$ cat src/hw/rtl/wnsc_pkg.sv
// ============================================================================
// wnsc_pkg - shared types and constants of the weighted nearest-seed classifier
// Holds the request codes, seed entry layout, fixed-point widths, the seed
// kind weight table and the controller/datapath command and status bundles.
// ============================================================================
package wnsc_pkg;

    localparam int ID_W      = 10;
    localparam int OUT_ID_W  = 11;
    localparam int COORD_W   = 16;
    localparam int RADIUS_W  = 16;
    localparam int KIND_W    = 2;
    localparam int FUNC_W    = 2;
    localparam int SCALE_W   = 16;
    localparam int CUTOFF_W  = 40;
    localparam int FACTOR_W  = 9;
    localparam int DIFF_W    = COORD_W + 1;
    localparam int SQ_W      = 2 * COORD_W;
    localparam int DIST_W    = SQ_W + 1;
    localparam int RR_W      = 2 * RADIUS_W;
    localparam int FS_W      = FACTOR_W + SCALE_W;
    localparam int WPROD_W   = RR_W + FS_W;
    localparam int WEIGHT_W  = WPROD_W - 16;
    localparam int SCORE_W   = WEIGHT_W + 2;
    localparam int CFG_IDX_W = 1;
    localparam int CFG_DATA_W = CUTOFF_W;

    localparam logic [SCALE_W-1:0]  SCALE_FLOOR   = 16'd26;
    localparam logic [SCALE_W-1:0]  SCALE_RESET   = 16'd256;
    localparam logic [CUTOFF_W-1:0] CUTOFF_RESET  = 40'd256;
    localparam logic signed [OUT_ID_W-1:0] ID_NONE = -11'sd1;

    localparam logic [CFG_IDX_W-1:0] CFG_WEIGHT_SCALE     = 1'b0;
    localparam logic [CFG_IDX_W-1:0] CFG_SECONDARY_CUTOFF = 1'b1;

    typedef enum logic [FUNC_W-1:0] {
        FUNC_LOAD  = 2'd0,
        FUNC_QUERY = 2'd1,
        FUNC_CLEAR = 2'd2
    } t_func;

    typedef enum logic [1:0] {
        ST_IDLE,
        ST_SCAN,
        ST_DRAIN,
        ST_FIN
    } t_state;

    typedef struct packed {
        logic [ID_W-1:0]            id;
        logic signed [COORD_W-1:0]  x;
        logic signed [COORD_W-1:0]  y;
        logic [RADIUS_W-1:0]        radius;
        logic [KIND_W-1:0]          kind;
    } t_seed;

    // Commands from the controller to the datapath.
    typedef struct packed {
        logic capture;   // a request is accepted this cycle
        logic issue;     // read the next seed into the scoring pipeline
        logic publish;   // load the result into the output register
    } t_cmd;

    // Status from the datapath to the controller.
    typedef struct packed {
        logic empty;      // no seeds stored
        logic scan_last;  // the seed being issued is the last stored one
        logic pipe_busy;  // a seed is still in the scoring pipeline
        logic out_free;   // output register can take a new result
    } t_stat;

    // Kind weight factors 1.0, 0.95, 0.90, 0.75 in Q1.8, rounded down.
    function automatic logic [FACTOR_W-1:0] kind_factor(input logic [KIND_W-1:0] kind);
        logic [FACTOR_W-1:0] f;
        case (kind)
            2'd0:    f = 9'd256;
            2'd1:    f = 9'd243;
            2'd2:    f = 9'd230;
            default: f = 9'd192;
        endcase
        return f;
    endfunction

endpackage

$ cat src/hw/rtl/wnsc_ctrl.sv
// ============================================================================
// wnsc_ctrl - request sequencer
// Accepts one request at a time, steps the seed scan for queries and hands
// the finished result to the output register.
// ============================================================================
module wnsc_ctrl (
    input  logic                          i_clk,
    input  logic                          i_rst_n,
    input  logic                          i_valid,
    output logic                          o_ready,
    input  logic [wnsc_pkg::FUNC_W-1:0]   i_func,
    input  wnsc_pkg::t_stat               i_stat,
    output wnsc_pkg::t_cmd                o_cmd
);

    wnsc_pkg::t_state r_state;
    wnsc_pkg::t_state n_state;
    logic             w_accept;
    logic             w_is_query;

    // Nothing is taken while reset is held.
    assign w_accept   = i_valid && i_rst_n && (r_state == wnsc_pkg::ST_IDLE);
    assign w_is_query = (wnsc_pkg::t_func'(i_func) == wnsc_pkg::FUNC_QUERY);

    always_ff @(posedge i_clk) begin
        if (!i_rst_n) begin
            r_state <= wnsc_pkg::ST_IDLE;
        end else begin
            r_state <= n_state;
        end
    end

    always_comb begin
        n_state = r_state;
        unique case (r_state)
            wnsc_pkg::ST_IDLE: begin
                if (w_accept) begin
                    // A query over an empty table has nothing to scan.
                    if (w_is_query && !i_stat.empty) begin
                        n_state = wnsc_pkg::ST_SCAN;
                    end else begin
                        n_state = wnsc_pkg::ST_FIN;
                    end
                end
            end
            wnsc_pkg::ST_SCAN: begin
                if (i_stat.scan_last) begin
                    n_state = wnsc_pkg::ST_DRAIN;
                end
            end
            wnsc_pkg::ST_DRAIN: begin
                if (!i_stat.pipe_busy) begin
                    n_state = wnsc_pkg::ST_FIN;
                end
            end
            wnsc_pkg::ST_FIN: begin
                if (i_stat.out_free) begin
                    n_state = wnsc_pkg::ST_IDLE;
                end
            end
        endcase
    end

    always_comb begin
        o_ready       = 1'b0;
        o_cmd.capture = 1'b0;
        o_cmd.issue   = 1'b0;
        o_cmd.publish = 1'b0;
        unique case (r_state)
            wnsc_pkg::ST_IDLE: begin
                o_ready       = i_rst_n;
                o_cmd.capture = w_accept;
            end
            wnsc_pkg::ST_SCAN: begin
                o_cmd.issue = 1'b1;
            end
            wnsc_pkg::ST_DRAIN: begin
            end
            wnsc_pkg::ST_FIN: begin
                o_cmd.publish = i_stat.out_free;
            end
        endcase
    end

endmodule

$ cat config.mk
export PLATFORM = sky130hd
export DESIGN_NAME = wnsc_ctrl
export DESIGN_NICKNAME = d
export VERILOG_FILES = /design/src/hw/rtl/wnsc_pkg.sv /design/src/hw/rtl/wnsc_ctrl.sv
export SDC_FILE = /design/constraint.sdc
export NUM_CORES = 1
export LEC_CHECK = 0
export ABC_AREA = 1
export ABC_CLOCK_PERIOD_IN_PS = 1800
export BUFFER_PORTS_ARGS = -buffer_cell sky130_fd_sc_hd__buf_4
export CORE_AREA = 2 2 39 41
export CTS_BUF_LIST = sky130_fd_sc_hd__clkbuf_2
export DETAILED_ROUTE_END_ITERATION = 12
export DIE_AREA = 0 0 41 43
export GPL_ROUTABILITY_DRIVEN = 1
export SYNTH_ARGS = -nofsm -noshare
export SYNTH_HDL_FRONTEND = slang
export SYNTH_SLANG_ARGS = --single-unit
export TNS_END_PERCENT = 1
$ cat constraint.sdc
create_clock -name i_clk -period 1.8 [get_ports i_clk]
set_input_delay 0.45 -clock i_clk [delete_from_list [all_inputs] [get_ports i_clk]]
set_output_delay 0.45 -clock i_clk [all_outputs]
set_load 0.1 [all_outputs]
==> results by group <==
Status
  • Status: complete, no violations

Layout
  • Layout Cells excl Fill: 70
  • Antenna diodes: 0
  • Number of flip-flops in the largest register: 2
  • Final #Nets: 69
  • Biggest register: r_state
  • Final Core Density: 27.3%
  • Area of the multi-input gates: between 150 and 200 um2
  • Flip-flop and latch area: 40.0 um2
  • Share of cells above drive strength 1: 42.6%
  • Fillcell total: 158
  • Area delta synth->final: 58.1%
  • Top flop regs: r_state (2)

Worst setup path
  • CP bufs+invs: 3
  • Startpoint class of the critical path: register
  • Nature of the critical path endpoint: output pin
  • Cells along the critical path: inv_1, ha_2, inv_1, nor2_4, buf_6
  • Worst path most repeated cell: inv_1
  • Crit path max fanout: 5
  • Reg2Reg Depth: 7
  • Delay of the slowest cell on the worst path: 0.33 ns
  • Critical Path Slowest Stage Cell: dfxtp_1
  • R2R Setup Slk: between 0.4 and 0.5 ns
  • CP Class: reg2out
  • Required @ worst endpoint: 1.35 ns
  • Crit. path cell count: 5
  • Top delay family on crit path: buffers and inverters
  • Arr. time, crit path: 1.26 ns

Power and ir drop
  • Final Power: roughly 0.7 mW
  • VDD IR max: between 0.6 and 0.7 mV
  • Power density of the placed cells: 1860 nW/um2
  • Leakage: around 0.23 nW

STA
  • Setup TNS: 0 ns
  • Final setup fails: 0
  • Slew headroom: 81.6%
  • Slew @ Worst Pin: 0.279 ns
  • Fin. max-slew vios: 0
  • Skew final: 0.00288 ns
  • Shortest period the worst path allows: 1.71 ns
  • Min Hold Slack: 0.505 ns
  • Fin crit share: 95.3%
  • FMAX: 583 MHz
  • RSZ-0062 raised after global routing: false
  • Final Hold Vio Count: 0

Min path
  • Min-delay worst type: in2reg
  • Worst hold stages: 3

Yosys
  • Yosys warns: 0
  • Synth cell types: 9
  • Sequential fraction of the synthesis area: between 10% and 20%
  • Mapped Area: 239 um2
  • Synth Register Bits: 2
  • Syn Inst Count: 39
  • Synthesized area per cell: 6.13 um2
  • Post-Syn Nets: 52

Place
  • Final HPWL DP: 384 um
  • RD Place Congestion: 0.757
  • Port-buffer cells: 12
  • Placed cells: 67

Floorplan
  • Placeable core region: 1380 um2
  • Boundary Pins: 13
  • Starting density of the core: 17.3%
  • Die Ht: 43 um
  • Die ar.: about 1800 um2
  • Die width: around 41 um
  • Row count: 14

GRT
  • Global-route wire length before repair: 828 um
  • GR Util met2: 8.44%
  • Largest net degree at the start of global routing: 6
  • Met1 global-route usage: slightly below 9%
  • Met3 GRT Util: 3.14%
  • Gr busiest metal: met4
  • Antenna violations before repair: 0
  • Gr ovfl total: 0
  • Vias in the first global route: around 230
  • Overall routing resource usage: 7.61%

Drt
  • DRC Markers: 0
  • WL final: approximately 480 um
  • DR vias/cell: 3.54
  • Iteration-0 DRC count of the detailed router: 1
  • DR vias: approximately 250
  • DRT antenna net count: 0
  • Pre-antenna DRT Iters: 2
  • DR WL/cell: 6.81 um

Clock network
  • CTS Hold Bufs: 0
  • TritonCTS clock tree: built
  • H-tree levels: 1
  • Clock transition at path regs: 0.03 ns
  • CTS Buf Count: 3
  • CTS Buffer Depth: 2
  • CTS sink cnt: 2
  • CTS Root Cell: clkbuf_2
  • Worst-skew pair later-pin latency: 0.20 ns

Job
  • Max_cap viols: 0
[final timing paths]
check                                               end               startpoint
worst max register to register  r_state[1]$_SDFFE_PN0P_  r_state[0]$_SDFFE_PN0P_
worst max-delay path                           o_cmd[2]  r_state[0]$_SDFFE_PN0P_
worst min register to register  r_state[0]$_SDFFE_PN0P_  r_state[0]$_SDFFE_PN0P_
worst min-delay path            r_state[1]$_SDFFE_PN0P_                  i_rst_n
[placed cells by master (no fill, tap or decap)]
cell | netlist | layout
buf_6 | 0 | 1
or2_2 | 1 | 1
ha_2 | 0 | 1
inv_1 | 8 | 8
ha_1 | 4 | 3
dfxtp_1 | 2 | 2
nand2_4 | 1 | 1
nand2_1 | 11 | 11
nor2_4 | 1 | 2
clkbuf_2 | 0 | 3
nor2_1 | 8 | 7
nand2_2 | 3 | 3
buf_4 | 0 | 11
[Yosys cell counts]
master / number / area (um2)
nand2_1: 11 / 41.3
inv_1: 8 / 30.0
nor2_1: 8 / 30.0
ha_1: 4 / 50.1
nand2_2: 3 / 18.8
dfxtp_1: 2 / 40.0
nand2_4: 1 / 11.3
nor2_4: 1 / 11.3
or2_2: 1 / 6.26
[cells by family after synthesis]
| group | share of synthesized area, % |
|---|---|
| adder cells (fa/ha/maj) | 20.9 |
| buffers and inverters | 12.6 |
| flip-flops | 16.8 |
| AND/OR/NAND/NOR | 49.7 |
[tightest hold or removal path, cell delays in order]
cell     delay [ns]
buf_4          0.10
nand2_1        0.05
nor2_1         0.07
[timing repair]
| item | in CTS | in global routing |
|---|---|---|
| gates resized for setup | 1 | 1 |
| setup endpoints to repair | 1 | 2 |
| buffers inserted | 0 | 0 |
[stage by stage]
step           cell area [um2]  setup slack, ns
2_1_floorplan              246           0.0888
3_3_place_gp               357            0.224
3_5_place_dp               357            0.195
4_1_cts                    375           0.0178
5_1_grt                    378          0.00618
6_report                   378           0.0850
[area by class of cell]
type / count / share of cell area, %
Multi-Input combinational cell: 29 / 47.4
Timing Repair Buffer: 12 / 24.8
Sequential cell: 2 / 10.6
Inverter: 8 / 7.95
Tap cell: 16 / 5.30
Clock buffer: 3 / 3.97
[power by group]
part / leakage (nW) / internal, mW / switching [mW] / total [mW]
clock network: 0.0125 / 0.0444 / 0.0301 / 0.0745
logic: 0.198 / 0.165 / 0.373 / 0.538
registers: 0.0167 / 0.0674 / 0.0217 / 0.0892
[metal layers]
| metal | share of wire, % | wire length [um] |
|---|---|---|
| met4 | 4.4 | 21 |
| met2 | 39 | 187 |
| met3 | 8.2 | 39 |
| met1 | 48 | 229 |
| met5 | 0 | 0 |
(Power assumes the default switching activity.)
